## src/hdl/akf_pkg.sv

```systemverilog
// Shared types, codes and saturation helpers for the altitude Kalman filter.
// No dependencies; imported by akf_muldiv, altitude_kalman_filter, akf_checker and the testbench top.
package akf_pkg;

  localparam logic signed [63:0] COV_MAX64 = 64'sh0000_7FFF_FFFF_FFFF;
  localparam logic signed [63:0] COV_MIN64 = -64'sh0000_8000_0000_0000;
  localparam logic signed [63:0] S32_MAX   = 64'sh0000_0000_7FFF_FFFF;
  localparam logic signed [63:0] S32_MIN   = -64'sh0000_0000_8000_0000;

  localparam logic [1:0] MODE_PREDICT = 2'd0;
  localparam logic [1:0] MODE_UPDATE  = 2'd1;
  localparam logic [1:0] MODE_RESTART = 2'd2;

  localparam logic [2:0] REG_TIME_STEP = 3'd0;
  localparam logic [2:0] REG_MEAS_VAR  = 3'd1;
  localparam logic [2:0] REG_PROC_HH   = 3'd2;
  localparam logic [2:0] REG_PROC_HV   = 3'd3;
  localparam logic [2:0] REG_PROC_VV   = 3'd4;
  localparam logic [2:0] REG_ACC_OFF   = 3'd5;

  typedef enum logic [3:0] {
    ST_IDLE,
    ST_PRE_ADT,
    ST_PRE_P1,
    ST_PRE_P2,
    ST_PRE_T1,
    ST_PRE_T2,
    ST_PRE_T3,
    ST_UPD_DV,
    ST_UPD_VV,
    ST_UPD_HV,
    ST_UPD_DH,
    ST_UPD_HH,
    ST_DONE
  } state_e;

  typedef enum logic [1:0] {
    MD_IDLE,
    MD_MUL,
    MD_DIV,
    MD_FIN
  } md_state_e;

  function automatic logic signed [63:0] ext32(input logic [31:0] x);
    return $signed({{32{x[31]}}, x});
  endfunction

  function automatic logic signed [63:0] ext48(input logic [47:0] x);
    return $signed({{16{x[47]}}, x});
  endfunction

  function automatic logic signed [63:0] ext50(input logic [49:0] x);
    return $signed({{14{x[49]}}, x});
  endfunction

  function automatic logic [31:0] sat32(input logic signed [63:0] x);
    logic [31:0] r;
    if (x > S32_MAX) r = 32'h7FFF_FFFF;
    else if (x < S32_MIN) r = 32'h8000_0000;
    else r = x[31:0];
    return r;
  endfunction

  // lo_zero: clamp to [0, max], else to the full signed 48-bit range
  function automatic logic [47:0] clamp_cov(input logic signed [63:0] x,
                                            input logic lo_zero);
    logic [47:0] r;
    if (x > COV_MAX64) r = COV_MAX64[47:0];
    else if (lo_zero && x < 64'sd0) r = 48'd0;
    else if (x < COV_MIN64) r = COV_MIN64[47:0];
    else r = x[47:0];
    return r;
  endfunction

endpackage

```

## src/hdl/akf_dtmul.sv

```systemverilog
// Bit-serial signed multiply by the unsigned 16-bit time step, one dt bit
// per cycle, with a final round-and-shift by 16 or 17. No package needed.
module akf_dtmul (
  input  logic               clk_i,
  input  logic               rst_ni,
  input  logic               start_i,
  input  logic signed [49:0] x_i,
  input  logic [15:0]        dt_i,
  input  logic               shift17_i,
  output logic               done_o,
  output logic signed [49:0] res_o
);

  logic signed [66:0] acc_q;
  logic signed [49:0] x_q;
  logic [15:0]        dt_q;
  logic [4:0]         cnt_q;
  logic               busy_q, done_q, sh_q;
  logic signed [49:0] res_q;
  logic signed [66:0] acc_step, acc_rnd;

  assign acc_step = (acc_q <<< 1) + (dt_q[15] ? $signed({{17{x_q[49]}}, x_q}) : 67'sd0);
  assign acc_rnd  = sh_q ? ((acc_q + 67'sd65536) >>> 17) : ((acc_q + 67'sd32768) >>> 16);

  always_ff @(posedge clk_i or negedge rst_ni) begin
    if (!rst_ni) begin
      busy_q <= 1'b0;
      done_q <= 1'b0;
      cnt_q  <= '0;
    end else begin
      done_q <= 1'b0;
      if (start_i) begin
        busy_q <= 1'b1;
        cnt_q  <= 5'd16;
      end else if (busy_q) begin
        if (cnt_q != 5'd0) begin
          cnt_q <= cnt_q - 5'd1;
        end else begin
          busy_q <= 1'b0;
          done_q <= 1'b1;
        end
      end
    end
  end

  always_ff @(posedge clk_i) begin
    if (start_i) begin
      acc_q <= '0;
      x_q   <= x_i;
      dt_q  <= dt_i;
      sh_q  <= shift17_i;
    end else if (busy_q) begin
      if (cnt_q != 5'd0) begin
        acc_q <= acc_step;
        dt_q  <= {dt_q[14:0], 1'b0};
      end else begin
        res_q <= acc_rnd[49:0];
      end
    end
  end

  assign done_o = done_q;
  assign res_o  = res_q;

endmodule

```

## src/hdl/akf_muldiv.sv

```systemverilog
// Serial round(a*b/c): shift-add multiply one bit a cycle, then restoring
// division one quotient bit a cycle; result capped at 2^62. Uses akf_pkg.
module akf_muldiv (
  input  logic        clk_i,
  input  logic        rst_ni,
  input  logic        start_i,
  input  logic [47:0] a_i,
  input  logic [47:0] b_i,
  input  logic [47:0] c_i,
  output logic        done_o,
  output logic [62:0] q_o
);
  import akf_pkg::*;

  md_state_e   state_q, state_d;
  logic [6:0]  cnt_q;
  logic [95:0] prod_q;
  logic [47:0] rem_q, a_q, b_q, c_q;
  logic        done_q;
  logic [62:0] q_q;
  logic [48:0] rem_sh;
  logic        ge;
  logic        inc;
  logic [95:0] q_rnd;

  assign rem_sh = {rem_q, prod_q[95]};
  assign ge     = rem_sh >= {1'b0, c_q};
  assign inc    = rem_q >= (c_q - rem_q);
  assign q_rnd  = prod_q + {95'd0, inc};

  always_comb begin
    state_d = state_q;
    unique case (state_q)
      MD_IDLE: if (start_i) state_d = MD_MUL;
      MD_MUL:  if (cnt_q == 7'd0) state_d = MD_DIV;
      MD_DIV:  if (cnt_q == 7'd0) state_d = MD_FIN;
      MD_FIN:  state_d = MD_IDLE;
      default: state_d = MD_IDLE;
    endcase
  end

  always_ff @(posedge clk_i or negedge rst_ni) begin
    if (!rst_ni) begin
      state_q <= MD_IDLE;
      cnt_q   <= '0;
      done_q  <= 1'b0;
    end else begin
      state_q <= state_d;
      done_q  <= (state_q == MD_FIN);
      if (state_q == MD_IDLE) cnt_q <= 7'd47;
      else if (state_q == MD_MUL && cnt_q == 7'd0) cnt_q <= 7'd95;
      else if (cnt_q != 7'd0) cnt_q <= cnt_q - 7'd1;
    end
  end

  always_ff @(posedge clk_i) begin
    unique case (state_q)
      MD_IDLE: begin
        if (start_i) begin
          a_q    <= a_i;
          b_q    <= b_i;
          c_q    <= c_i;
          prod_q <= '0;
          rem_q  <= '0;
        end
      end
      MD_MUL: begin
        prod_q <= {prod_q[94:0], 1'b0} + (b_q[47] ? {48'd0, a_q} : 96'd0);
        b_q    <= {b_q[46:0], 1'b0};
      end
      MD_DIV: begin
        // quotient bits shift in where dividend bits leave
        rem_q  <= ge ? 48'(rem_sh - {1'b0, c_q}) : rem_sh[47:0];
        prod_q <= {prod_q[94:0], ge};
      end
      MD_FIN: begin
        q_q <= (q_rnd > {33'd0, 63'h4000_0000_0000_0000}) ? 63'h4000_0000_0000_0000
                                                           : q_rnd[62:0];
      end
      default: ;
    endcase
  end

  assign done_o = done_q;
  assign q_o    = q_q;

endmodule

```

## src/hdl/altitude_kalman_filter.sv

```systemverilog
// Top level of the two-state altitude Kalman filter with APB register port.
// Depends on akf_pkg, akf_dtmul and akf_muldiv.
//
//  channel  | signals                                   | direction
//  input    | in_valid_i, in_stall_o, mode_i, sample_*  | item in
//  output   | out_valid_o, out_stall_i, est_*, ...      | result out
//  config   | psel, penable, pwrite, paddr, pwdata ...  | 64-bit registers at 8*i
//
// Predict: six serial dt multiplies, run one after another.
// Update: five serial mul/div passes, each a multiply followed by a division.
// Restart, unused modes and updates with zero innovation variance skip the arithmetic units. One item at a time.
// Reset loads the register defaults and the initial state; no clearing pass.
// The next item is taken while a finished result waits in the output register.
module altitude_kalman_filter #(
  parameter int FRAC_BITS = 16
) (
  input  logic        clk_i,
  input  logic        rst_ni,
  input  logic        in_valid_i,
  output logic        in_stall_o,
  input  logic [1:0]  mode_i,
  input  logic [31:0] sample_value_i,
  output logic        out_valid_o,
  input  logic        out_stall_i,
  output logic [31:0] est_height_o,
  output logic [31:0] est_velocity_o,
  output logic [46:0] height_var_o,
  output logic        zero_innovation_o,
  input  logic        psel,
  input  logic        penable,
  input  logic        pwrite,
  input  logic [5:0]  paddr,
  input  logic [63:0] pwdata,
  output logic [63:0] prdata,
  output logic        pready
);
  import akf_pkg::*;

  localparam logic [63:0] GRAVITY_FX = ((64'd981 << FRAC_BITS) + 64'd50) / 64'd100;
  localparam logic [63:0] HH_RAW = 64'd1 << (2 * FRAC_BITS - 1);
  localparam logic [63:0] VV_RAW = ((64'd105 << (2 * FRAC_BITS)) + 64'd50) / 64'd100;
  localparam logic [47:0] HH_INIT = (HH_RAW > 64'h7FFF_FFFF_FFFF) ? 48'h7FFF_FFFF_FFFF
                                                                   : HH_RAW[47:0];
  localparam logic [47:0] VV_INIT = (VV_RAW > 64'h7FFF_FFFF_FFFF) ? 48'h7FFF_FFFF_FFFF
                                                                   : VV_RAW[47:0];
  localparam logic [49:0] GRAV50 = GRAVITY_FX[49:0];

  // registers
  logic [15:0] time_step_q;
  logic [46:0] meas_var_q, proc_hh_q, proc_hv_q, proc_vv_q;
  logic [31:0] acc_off_q;

  // filter state
  logic [31:0] height_q, velocity_q;
  logic [47:0] cov_hh_q, cov_hv_q, cov_vv_q;

  state_e      state_q, state_d;
  logic        go_q, go_d;
  logic [31:0] sample_q;
  logic [32:0] y_q;
  logic [47:0] s_q;
  logic        flag_q;
  logic [49:0] adt_q, acc1_q, t2_q;

  logic        out_valid_q;
  logic [31:0] out_h_q, out_v_q;
  logic [46:0] out_var_q;
  logic        out_flag_q;

  logic        accept, cfg_wr, out_free;
  logic [47:0] s_now;
  logic [32:0] y_now;
  logic        pre_op, upd_op;
  logic signed [49:0] a_val, dm_x, dm_res;
  logic        dm_done, md_done;
  logic [47:0] md_a, md_b;
  logic        md_neg;
  logic [62:0] md_q;
  logic signed [63:0] md_m, dh64;
  logic [47:0] hv_mag, y_mag;

  assign pready     = 1'b1;
  assign cfg_wr     = psel && penable && pwrite;
  assign in_stall_o = (state_q != ST_IDLE);
  assign accept     = in_valid_i && !in_stall_o;
  assign out_free   = !out_valid_q || !out_stall_i;

  assign s_now  = {1'b0, cov_hh_q[46:0]} + {1'b0, meas_var_q};
  assign y_now  = 33'($signed({sample_value_i[31], sample_value_i})
                    - $signed({height_q[31], height_q}));
  assign a_val  = $signed({{18{sample_q[31]}}, sample_q}) - $signed(GRAV50)
                  - $signed({{18{acc_off_q[31]}}, acc_off_q});
  assign hv_mag = cov_hv_q[47] ? 48'(-cov_hv_q) : cov_hv_q;
  assign y_mag  = y_q[32] ? 48'(-{{15{y_q[32]}}, y_q}) : {15'd0, y_q};

  assign pre_op = (state_q == ST_PRE_ADT) || (state_q == ST_PRE_P1) ||
                  (state_q == ST_PRE_P2) || (state_q == ST_PRE_T1) ||
                  (state_q == ST_PRE_T2) || (state_q == ST_PRE_T3);
  assign upd_op = (state_q == ST_UPD_DV) || (state_q == ST_UPD_VV) ||
                  (state_q == ST_UPD_HV) || (state_q == ST_UPD_DH) ||
                  (state_q == ST_UPD_HH);

  always_comb begin
    dm_x   = '0;
    md_a   = cov_hh_q;
    md_b   = {1'b0, meas_var_q};
    md_neg = 1'b0;
    unique case (state_q)
      ST_PRE_ADT: dm_x = a_val;
      ST_PRE_P1:  dm_x = $signed({{18{velocity_q[31]}}, velocity_q});
      ST_PRE_P2:  dm_x = adt_q;
      ST_PRE_T1:  dm_x = $signed({{2{cov_hv_q[47]}}, cov_hv_q});
      ST_PRE_T2:  dm_x = $signed({{2{cov_vv_q[47]}}, cov_vv_q});
      ST_PRE_T3:  dm_x = t2_q;
      ST_UPD_DV: begin
        md_a = hv_mag; md_b = y_mag; md_neg = cov_hv_q[47] ^ y_q[32];
      end
      ST_UPD_VV: begin
        md_a = hv_mag; md_b = hv_mag;
      end
      ST_UPD_HV: begin
        md_a = hv_mag; md_neg = cov_hv_q[47];
      end
      ST_UPD_DH: begin
        md_b = y_mag; md_neg = y_q[32];
      end
      default: ;
    endcase
  end

  akf_dtmul u_dtmul (
    .clk_i     (clk_i),
    .rst_ni    (rst_ni),
    .start_i   (go_q && pre_op),
    .x_i       (dm_x),
    .dt_i      (time_step_q),
    .shift17_i (state_q == ST_PRE_P2),
    .done_o    (dm_done),
    .res_o     (dm_res)
  );

  akf_muldiv u_muldiv (
    .clk_i   (clk_i),
    .rst_ni  (rst_ni),
    .start_i (go_q && upd_op),
    .a_i     (md_a),
    .b_i     (md_b),
    .c_i     (s_q),
    .done_o  (md_done),
    .q_o     (md_q)
  );

  assign md_m = md_neg ? -$signed({1'b0, md_q}) : $signed({1'b0, md_q});
  assign dh64 = ext50(acc1_q) + ext50(dm_res);

  always_comb begin
    state_d = state_q;
    go_d    = 1'b0;
    unique case (state_q)
      ST_IDLE: begin
        if (accept) begin
          if (mode_i == MODE_PREDICT) begin
            state_d = ST_PRE_ADT; go_d = 1'b1;
          end else if (mode_i == MODE_UPDATE && s_now != 48'd0) begin
            state_d = ST_UPD_DV; go_d = 1'b1;
          end else begin
            state_d = ST_DONE;
          end
        end
      end
      ST_PRE_ADT: if (dm_done) begin state_d = ST_PRE_P1; go_d = 1'b1; end
      ST_PRE_P1:  if (dm_done) begin state_d = ST_PRE_P2; go_d = 1'b1; end
      ST_PRE_P2:  if (dm_done) begin state_d = ST_PRE_T1; go_d = 1'b1; end
      ST_PRE_T1:  if (dm_done) begin state_d = ST_PRE_T2; go_d = 1'b1; end
      ST_PRE_T2:  if (dm_done) begin state_d = ST_PRE_T3; go_d = 1'b1; end
      ST_PRE_T3:  if (dm_done) state_d = ST_DONE;
      ST_UPD_DV:  if (md_done) begin state_d = ST_UPD_VV; go_d = 1'b1; end
      ST_UPD_VV:  if (md_done) begin state_d = ST_UPD_HV; go_d = 1'b1; end
      ST_UPD_HV:  if (md_done) begin state_d = ST_UPD_DH; go_d = 1'b1; end
      ST_UPD_DH:  if (md_done) begin state_d = ST_UPD_HH; go_d = 1'b1; end
      ST_UPD_HH:  if (md_done) state_d = ST_DONE;
      ST_DONE:    if (out_free) state_d = ST_IDLE;
      default:    state_d = ST_IDLE;
    endcase
  end

  always_ff @(posedge clk_i or negedge rst_ni) begin
    if (!rst_ni) begin
      state_q <= ST_IDLE;
      go_q    <= 1'b0;
    end else begin
      state_q <= state_d;
      go_q    <= go_d;
    end
  end

  // register file
  always_ff @(posedge clk_i or negedge rst_ni) begin
    if (!rst_ni) begin
      time_step_q <= 16'd655;
      meas_var_q  <= 47'h1_0000_0000;
      proc_hh_q   <= '0;
      proc_hv_q   <= '0;
      proc_vv_q   <= '0;
      acc_off_q   <= '0;
    end else if (cfg_wr) begin
      unique case (paddr[5:3])
        REG_TIME_STEP: time_step_q <= pwdata[15:0];
        REG_MEAS_VAR:  meas_var_q  <= pwdata[46:0];
        REG_PROC_HH:   proc_hh_q   <= pwdata[46:0];
        REG_PROC_HV:   proc_hv_q   <= pwdata[46:0];
        REG_PROC_VV:   proc_vv_q   <= pwdata[46:0];
        REG_ACC_OFF:   acc_off_q   <= pwdata[31:0];
        default: ;
      endcase
    end
  end

  always_comb begin
    unique case (paddr[5:3])
      REG_TIME_STEP: prdata = {48'd0, time_step_q};
      REG_MEAS_VAR:  prdata = {17'd0, meas_var_q};
      REG_PROC_HH:   prdata = {17'd0, proc_hh_q};
      REG_PROC_HV:   prdata = {17'd0, proc_hv_q};
      REG_PROC_VV:   prdata = {17'd0, proc_vv_q};
      REG_ACC_OFF:   prdata = {32'd0, acc_off_q};
      default:       prdata = '0;
    endcase
  end

  // filter state updates
  always_ff @(posedge clk_i or negedge rst_ni) begin
    if (!rst_ni) begin
      height_q   <= '0;
      velocity_q <= '0;
      cov_hh_q   <= HH_INIT;
      cov_hv_q   <= '0;
      cov_vv_q   <= VV_INIT;
      flag_q     <= 1'b0;
    end else begin
      if (accept) begin
        flag_q <= (mode_i == MODE_UPDATE) && (s_now == 48'd0);
        if (mode_i == MODE_RESTART) begin
          height_q   <= sample_value_i;
          velocity_q <= '0;
          cov_hh_q   <= HH_INIT;
          cov_hv_q   <= '0;
          cov_vv_q   <= VV_INIT;
        end
      end
      if (dm_done) begin
        if (state_q == ST_PRE_P2) begin
          height_q   <= sat32(ext32(height_q) + dh64);
          velocity_q <= sat32(ext32(velocity_q) + ext50(adt_q));
        end
        if (state_q == ST_PRE_T2)
          cov_hv_q <= clamp_cov(ext48(cov_hv_q) + ext50(dm_res)
                                + $signed({17'd0, proc_hv_q}), 1'b0);
        if (state_q == ST_PRE_T3) begin
          cov_hh_q <= clamp_cov(ext48(cov_hh_q) + (ext50(acc1_q) <<< 1) + ext50(dm_res)
                                + $signed({17'd0, proc_hh_q}), 1'b1);
          cov_vv_q <= clamp_cov(ext48(cov_vv_q) + $signed({17'd0, proc_vv_q}), 1'b1);
        end
      end
      if (md_done) begin
        unique case (state_q)
          ST_UPD_DV: velocity_q <= sat32(ext32(velocity_q) + md_m);
          ST_UPD_VV: cov_vv_q   <= clamp_cov(ext48(cov_vv_q) - md_m, 1'b1);
          ST_UPD_HV: cov_hv_q   <= clamp_cov(md_m, 1'b0);
          ST_UPD_DH: height_q   <= sat32(ext32(height_q) + md_m);
          ST_UPD_HH: cov_hh_q   <= clamp_cov(md_m, 1'b1);
          default: ;
        endcase
      end
    end
  end

  // per-item scratch
  always_ff @(posedge clk_i) begin
    if (accept) begin
      sample_q <= sample_value_i;
      y_q      <= y_now;
      s_q      <= s_now;
    end
    if (dm_done) begin
      if (state_q == ST_PRE_ADT) adt_q <= dm_res;
      if (state_q == ST_PRE_P1 || state_q == ST_PRE_T1) acc1_q <= dm_res;
      if (state_q == ST_PRE_T2) t2_q <= dm_res;
    end
  end

  // output register
  always_ff @(posedge clk_i or negedge rst_ni) begin
    if (!rst_ni) begin
      out_valid_q <= 1'b0;
    end else if (state_q == ST_DONE && out_free) begin
      out_valid_q <= 1'b1;
    end else if (!out_stall_i) begin
      out_valid_q <= 1'b0;
    end
  end

  always_ff @(posedge clk_i) begin
    if (state_q == ST_DONE && out_free) begin
      out_h_q    <= height_q;
      out_v_q    <= velocity_q;
      out_var_q  <= cov_hh_q[46:0];
      out_flag_q <= flag_q;
    end
  end

  assign out_valid_o       = out_valid_q;
  assign est_height_o      = out_h_q;
  assign est_velocity_o    = out_v_q;
  assign height_var_o      = out_var_q;
  assign zero_innovation_o = out_flag_q;

  a_hh_nonneg: assert property (@(posedge clk_i) disable iff (!rst_ni)
    !cov_hh_q[47]) else $error("height variance went negative");

  a_vv_nonneg: assert property (@(posedge clk_i) disable iff (!rst_ni)
    !cov_vv_q[47]) else $error("velocity variance went negative");

  a_out_from_done: assert property (@(posedge clk_i) disable iff (!rst_ni)
    $rose(out_valid_o) |-> $past(state_q == ST_DONE))
    else $error("result raised outside the done state");

  a_accept_busy: assert property (@(posedge clk_i) disable iff (!rst_ni)
    accept |=> state_q != ST_IDLE) else $error("accepted beat not started");

  a_single_unit: assert property (@(posedge clk_i) disable iff (!rst_ni)
    !(dm_done && md_done)) else $error("both arithmetic units finished at once");

endmodule

```

## config.mk

```make
export PLATFORM = sky130hd
export DESIGN_NAME = altitude_kalman_filter
export DESIGN_NICKNAME = d
export VERILOG_FILES = /design/src/hdl/akf_pkg.sv /design/src/hdl/akf_dtmul.sv /design/src/hdl/akf_muldiv.sv /design/src/hdl/altitude_kalman_filter.sv
export SDC_FILE = /design/constraint.sdc
export NUM_CORES = 2
export LEC_CHECK = 0
export CORE_ASPECT_RATIO = 1.1
export CORE_MARGIN = 2
export CORE_UTILIZATION = 45
export CTS_CLUSTER_DIAMETER = 150
export DETAILED_ROUTE_END_ITERATION = 10
export DONT_BUFFER_PORTS = 1
export SLEW_MARGIN = 10
export SYNTH_ARGS = -nofsm -noshare
export SYNTH_HDL_FRONTEND = slang
export SYNTH_SLANG_ARGS = --single-unit
```

## constraint.sdc

```tcl
create_clock -name clk_i -period 19.92 [get_ports clk_i]
set_input_delay 1.992 -clock clk_i [delete_from_list [all_inputs] [get_ports clk_i]]
set_output_delay 1.992 -clock clk_i [all_outputs]
set_load 0.05 [all_outputs]
```

==> impl_metrics.py <==
metrics = {
    "timing": {
        "hold-worst-slack_ns": 0.4146,
        "worst_pin_slew_ns": 1.379,
        "setup_violations": 0,
        "finalCriticalPeriod_ns": 11.43,
        "period_share_pct": 57.36,
        "setup_tns_ns": 0,
        "setup_ws_ns": 8.493,
        "hold_violations": 0,
        "relSlewSlack_pct": 7.776,
        "fmax_mhz": 87.51,
        "rsz0062_at_grt": "no",
        "skew_ns": 0.07627,
        "maxSlewViolCount": 0,
    },
    "logic_synthesis": {
        "ys_types": 117,
        "syn_inst": 12158,
        "synth.avg_cell_area_um2": 9.145,
        "yosysSeqAreaShare_pct": 34.54,
        "synth_edf_count": 843,
        "ys_top_cells_by_area": "edfxtp_1 23%, dfrtp_1 10%, ha_1 9.6%",
        "ys_ff_latch": 1378,
        "yosysTopAreaCellShare_pct": 22.77,
        "synth_top_cell_by_area": "edfxtp_1",
        "synthesis.area_um2": 111200,
        "yosysWarningCount": 0,
        "async_reset_ff_share_pct": 33.96,
        "synth_ff_type": "edfxtp_1",
    },
    "min_path": {
        "hold_class": "flip-flop to flip-flop",
        "min_path_cells": 0,
        "holdPathEnd": "u_muldiv.c_q[39]",
        "hp-start": "s_q[39]",
    },
    "worst_setup_path": {
        "cp.arrival_ns": 12.11,
        "cp-end-kind": "flip-flop",
        "path_class": "flip-flop to flip-flop",
        "critPathMaxFanout": 62,
        "crit_slowest_cell": "nor3_1",
        "path_common_cell": "a21oi_1",
        "reg2reg_depth": 45,
        "start_kind": "flip-flop",
        "reg2reg_slack_ns": 8.49,
        "r2r_start": "u_muldiv.c_q[0]",
        "cp.required_ns": 20.60,
        "max_stage_delay_ns": 0.76,
        "r2r_end": "u_muldiv.q_o[34]",
    },
    "placed_design": {
        "gp_congestion": 1.065,
        "preCtsSetupSlack_ns": 8.581,
        "dp_hpwl_um": 355700,
        "io_buffers": 0,
        "dp_cells": 15082,
    },
    "run": {
        "maxCapViolCount": 0,
    },
    "global_routing": {
        "grt_overflow": 0,
        "grt_max_degree": 469,
        "track_usage_pct": 34.47,
        "grt_pass1_vias": 95875,
        "grt_pass1_wl_um": 646000,
        "antenna_found_initial": 36,
    },
    "layout": {
        "drive_gt1_share_pct": 7.953,
        "multi_input_area_um2": 68990,
        "nNetsFinal": 13156,
        "area_delta_synth_final_pct": 8.636,
        "final_common_cell": "nand2_1",
        "layout_common_cells": "1136 x nand2_1, 1118 x a21oi_1, 852 x ha_1",
        "fill_cells": 23086,
        "fin_cells": 15458,
        "seq_area_um2": 38400,
    },
    "floorplan": {
        "start_util_pct": 45.21,
        "fp.dieW_um": 477.9,
        "num_io_pins": 290,
        "dieArea_um2": 251100,
        "core-area_um2": 245900,
        "die_y_um": 525.3,
        "num_rows": 191,
    },
    "clock_network": {
        "cts_tree": "yes",
        "htreeDepth": 4,
        "cts_buffer_depth": 4,
        "cts_buffers": 176,
        "post_cts_buffers": 0,
        "cts-resized-gates": 0,
        "clock_latency_ns": 0.89,
        "clock_sink_count": 1378,
        "root_buffer": "clkbuf_16",
        "cts.clk_slew.worst_paths_ns": 0.07,
        "postCtsHoldBufs": 0,
    },
    "routing": {
        "wl_per_cell_um": 28.97,
        "drt_pass1_iterations": 8,
        "drtIter0Drc": 10429,
        "viasPerCell": 6.429,
        "drt_drc_violations_left": 0,
        "via_count": 99378,
        "drt_wl_total_um": 447800,
        "ant_nets": 0,
    },
    "status": {
        "status": "finished clean",
    },
    "power": {
        "peakVddDrop_uv": 123.1,
        "p_leak_nw": 49.26,
        "power.density_nw_per_um2": 195.6,
    },
}
[state kept, by name, indices dropped and copies added (netlist names), 33 cells and up]
signal,count
acc1_q,50
adt_q,50
cov_hh_q,48
cov_hv_q,48
cov_vv_q,48
height_var_o,47
meas_var_q,47
proc_hh_q,47
proc_hv_q,47
proc_vv_q,47
s_q,48
t2_q,50
u_dtmul.acc_q,67
u_dtmul.res_o,50
u_dtmul.x_q,50
u_muldiv.a_q,48
u_muldiv.b_q,48
u_muldiv.c_q,48
u_muldiv.prod_q,96
u_muldiv.q_o,63
u_muldiv.rem_q,48
y_q,33
[Yosys cell counts, drive strengths merged (124+ instances only)]
cell type and instances:
dfrtp 444, xnor2 496, mux2 242, xor2 394, a22oi 180, a31oi 231, and2 162, nand4 191
nor2b 126, nand2b 127, nor3 214, nor2 811, clkbuf 457, ha 855, o21bai 135, nand2 1136
and3 124, inv 540, o21ai 727, fa 209, a21o 455, a21oi 1154, a211oi 158, edfxtp 843
nand3 299
[cell families (layout without fill, tap and decap cells)]
group,Yosys count,after routing,share of synthesized area (%)
compound gates,3887,3887,22.98
simple gates,3554,3554,15.40
flops,1378,1378,34.54
buf+inv,1101,1048,3.870
fa+ha+maj,1064,1064,13.39
xor+xnor,890,890,7.011
mux,282,282,2.811
other cells,2,74,0.006755
[layer usage]
| metal | wire length [µm] | vias to the layer above | GRT usage (%) | part of all wire (%) |
|---|---|---|---|---|
| met5 | 40 | - | 0 | 0.0089 |
| met4 | 24860 | 6 | 17.34 | 5.6 |
| met3 | 36300 | 809 | 5.548 | 8.1 |
| met2 | 202600 | 4450 | 54.91 | 45 |
| met1 | 184000 | 49286 | 45.27 | 41 |
| li1 | - | 44827 | - | - |
[final cells by class]
cell class	instances	area share, %
diodes	56	0.1160
flip-flops and latches	1378	31.79
well taps	3281	3.399
clock inverters	81	0.6402
multi-input cells	9695	57.12
inverters	543	1.696
clock buffers	237	4.039
repair buffers	187	1.195
[power by group]
| group | switching [mW] | internal (mW) |
|---|---|---|
| sequential | 1.49 | 4.02 |
| combinational | 9.37 | 5.49 |
| clock | 1.38 | 1.86 |
[worst max-delay path, delay by kind of cell (launching register included)]
kind / cells / cell delay, ns
buffers and inverters: 7 / 1.30
adders and majority gates: 5 / 1.38
DFF: 1 / 0.43
xor gates and xnor gates: 1 / 0.14
and+or+nand+nor: 13 / 4.03
AOI/OAI and AO/OA: 19 / 3.86
[how the worst max path moves through the flow]
stage / start / endpoint / cells after the start
floorplan: u_muldiv.state_q[0] / u_muldiv.prod_q[0] / 5
global placement: u_muldiv.c_q[0] / u_muldiv.q_o[12] / 45
detailed placement: u_muldiv.c_q[0] / u_muldiv.q_o[59] / 45
CTS: u_muldiv.c_q[0] / u_muldiv.q_o[59] / 45
global route: u_muldiv.c_q[0] / u_muldiv.q_o[34] / 45
finish: u_muldiv.c_q[0] / u_muldiv.q_o[34] / 45
[per-stage QoR]
step	cell area [µm²]	util [%]	total power [mW]
final	120800	49.12	23.63
after global routing	120700	49.10	25.10
after CTS	120600	49.03	23.31
after detailed placement	114900	46.73	19.96
after global placement	114900	46.73	19.85
after floorplan	111200	-	15.30
No activity file was read; power rests on OpenSTA's default activity.
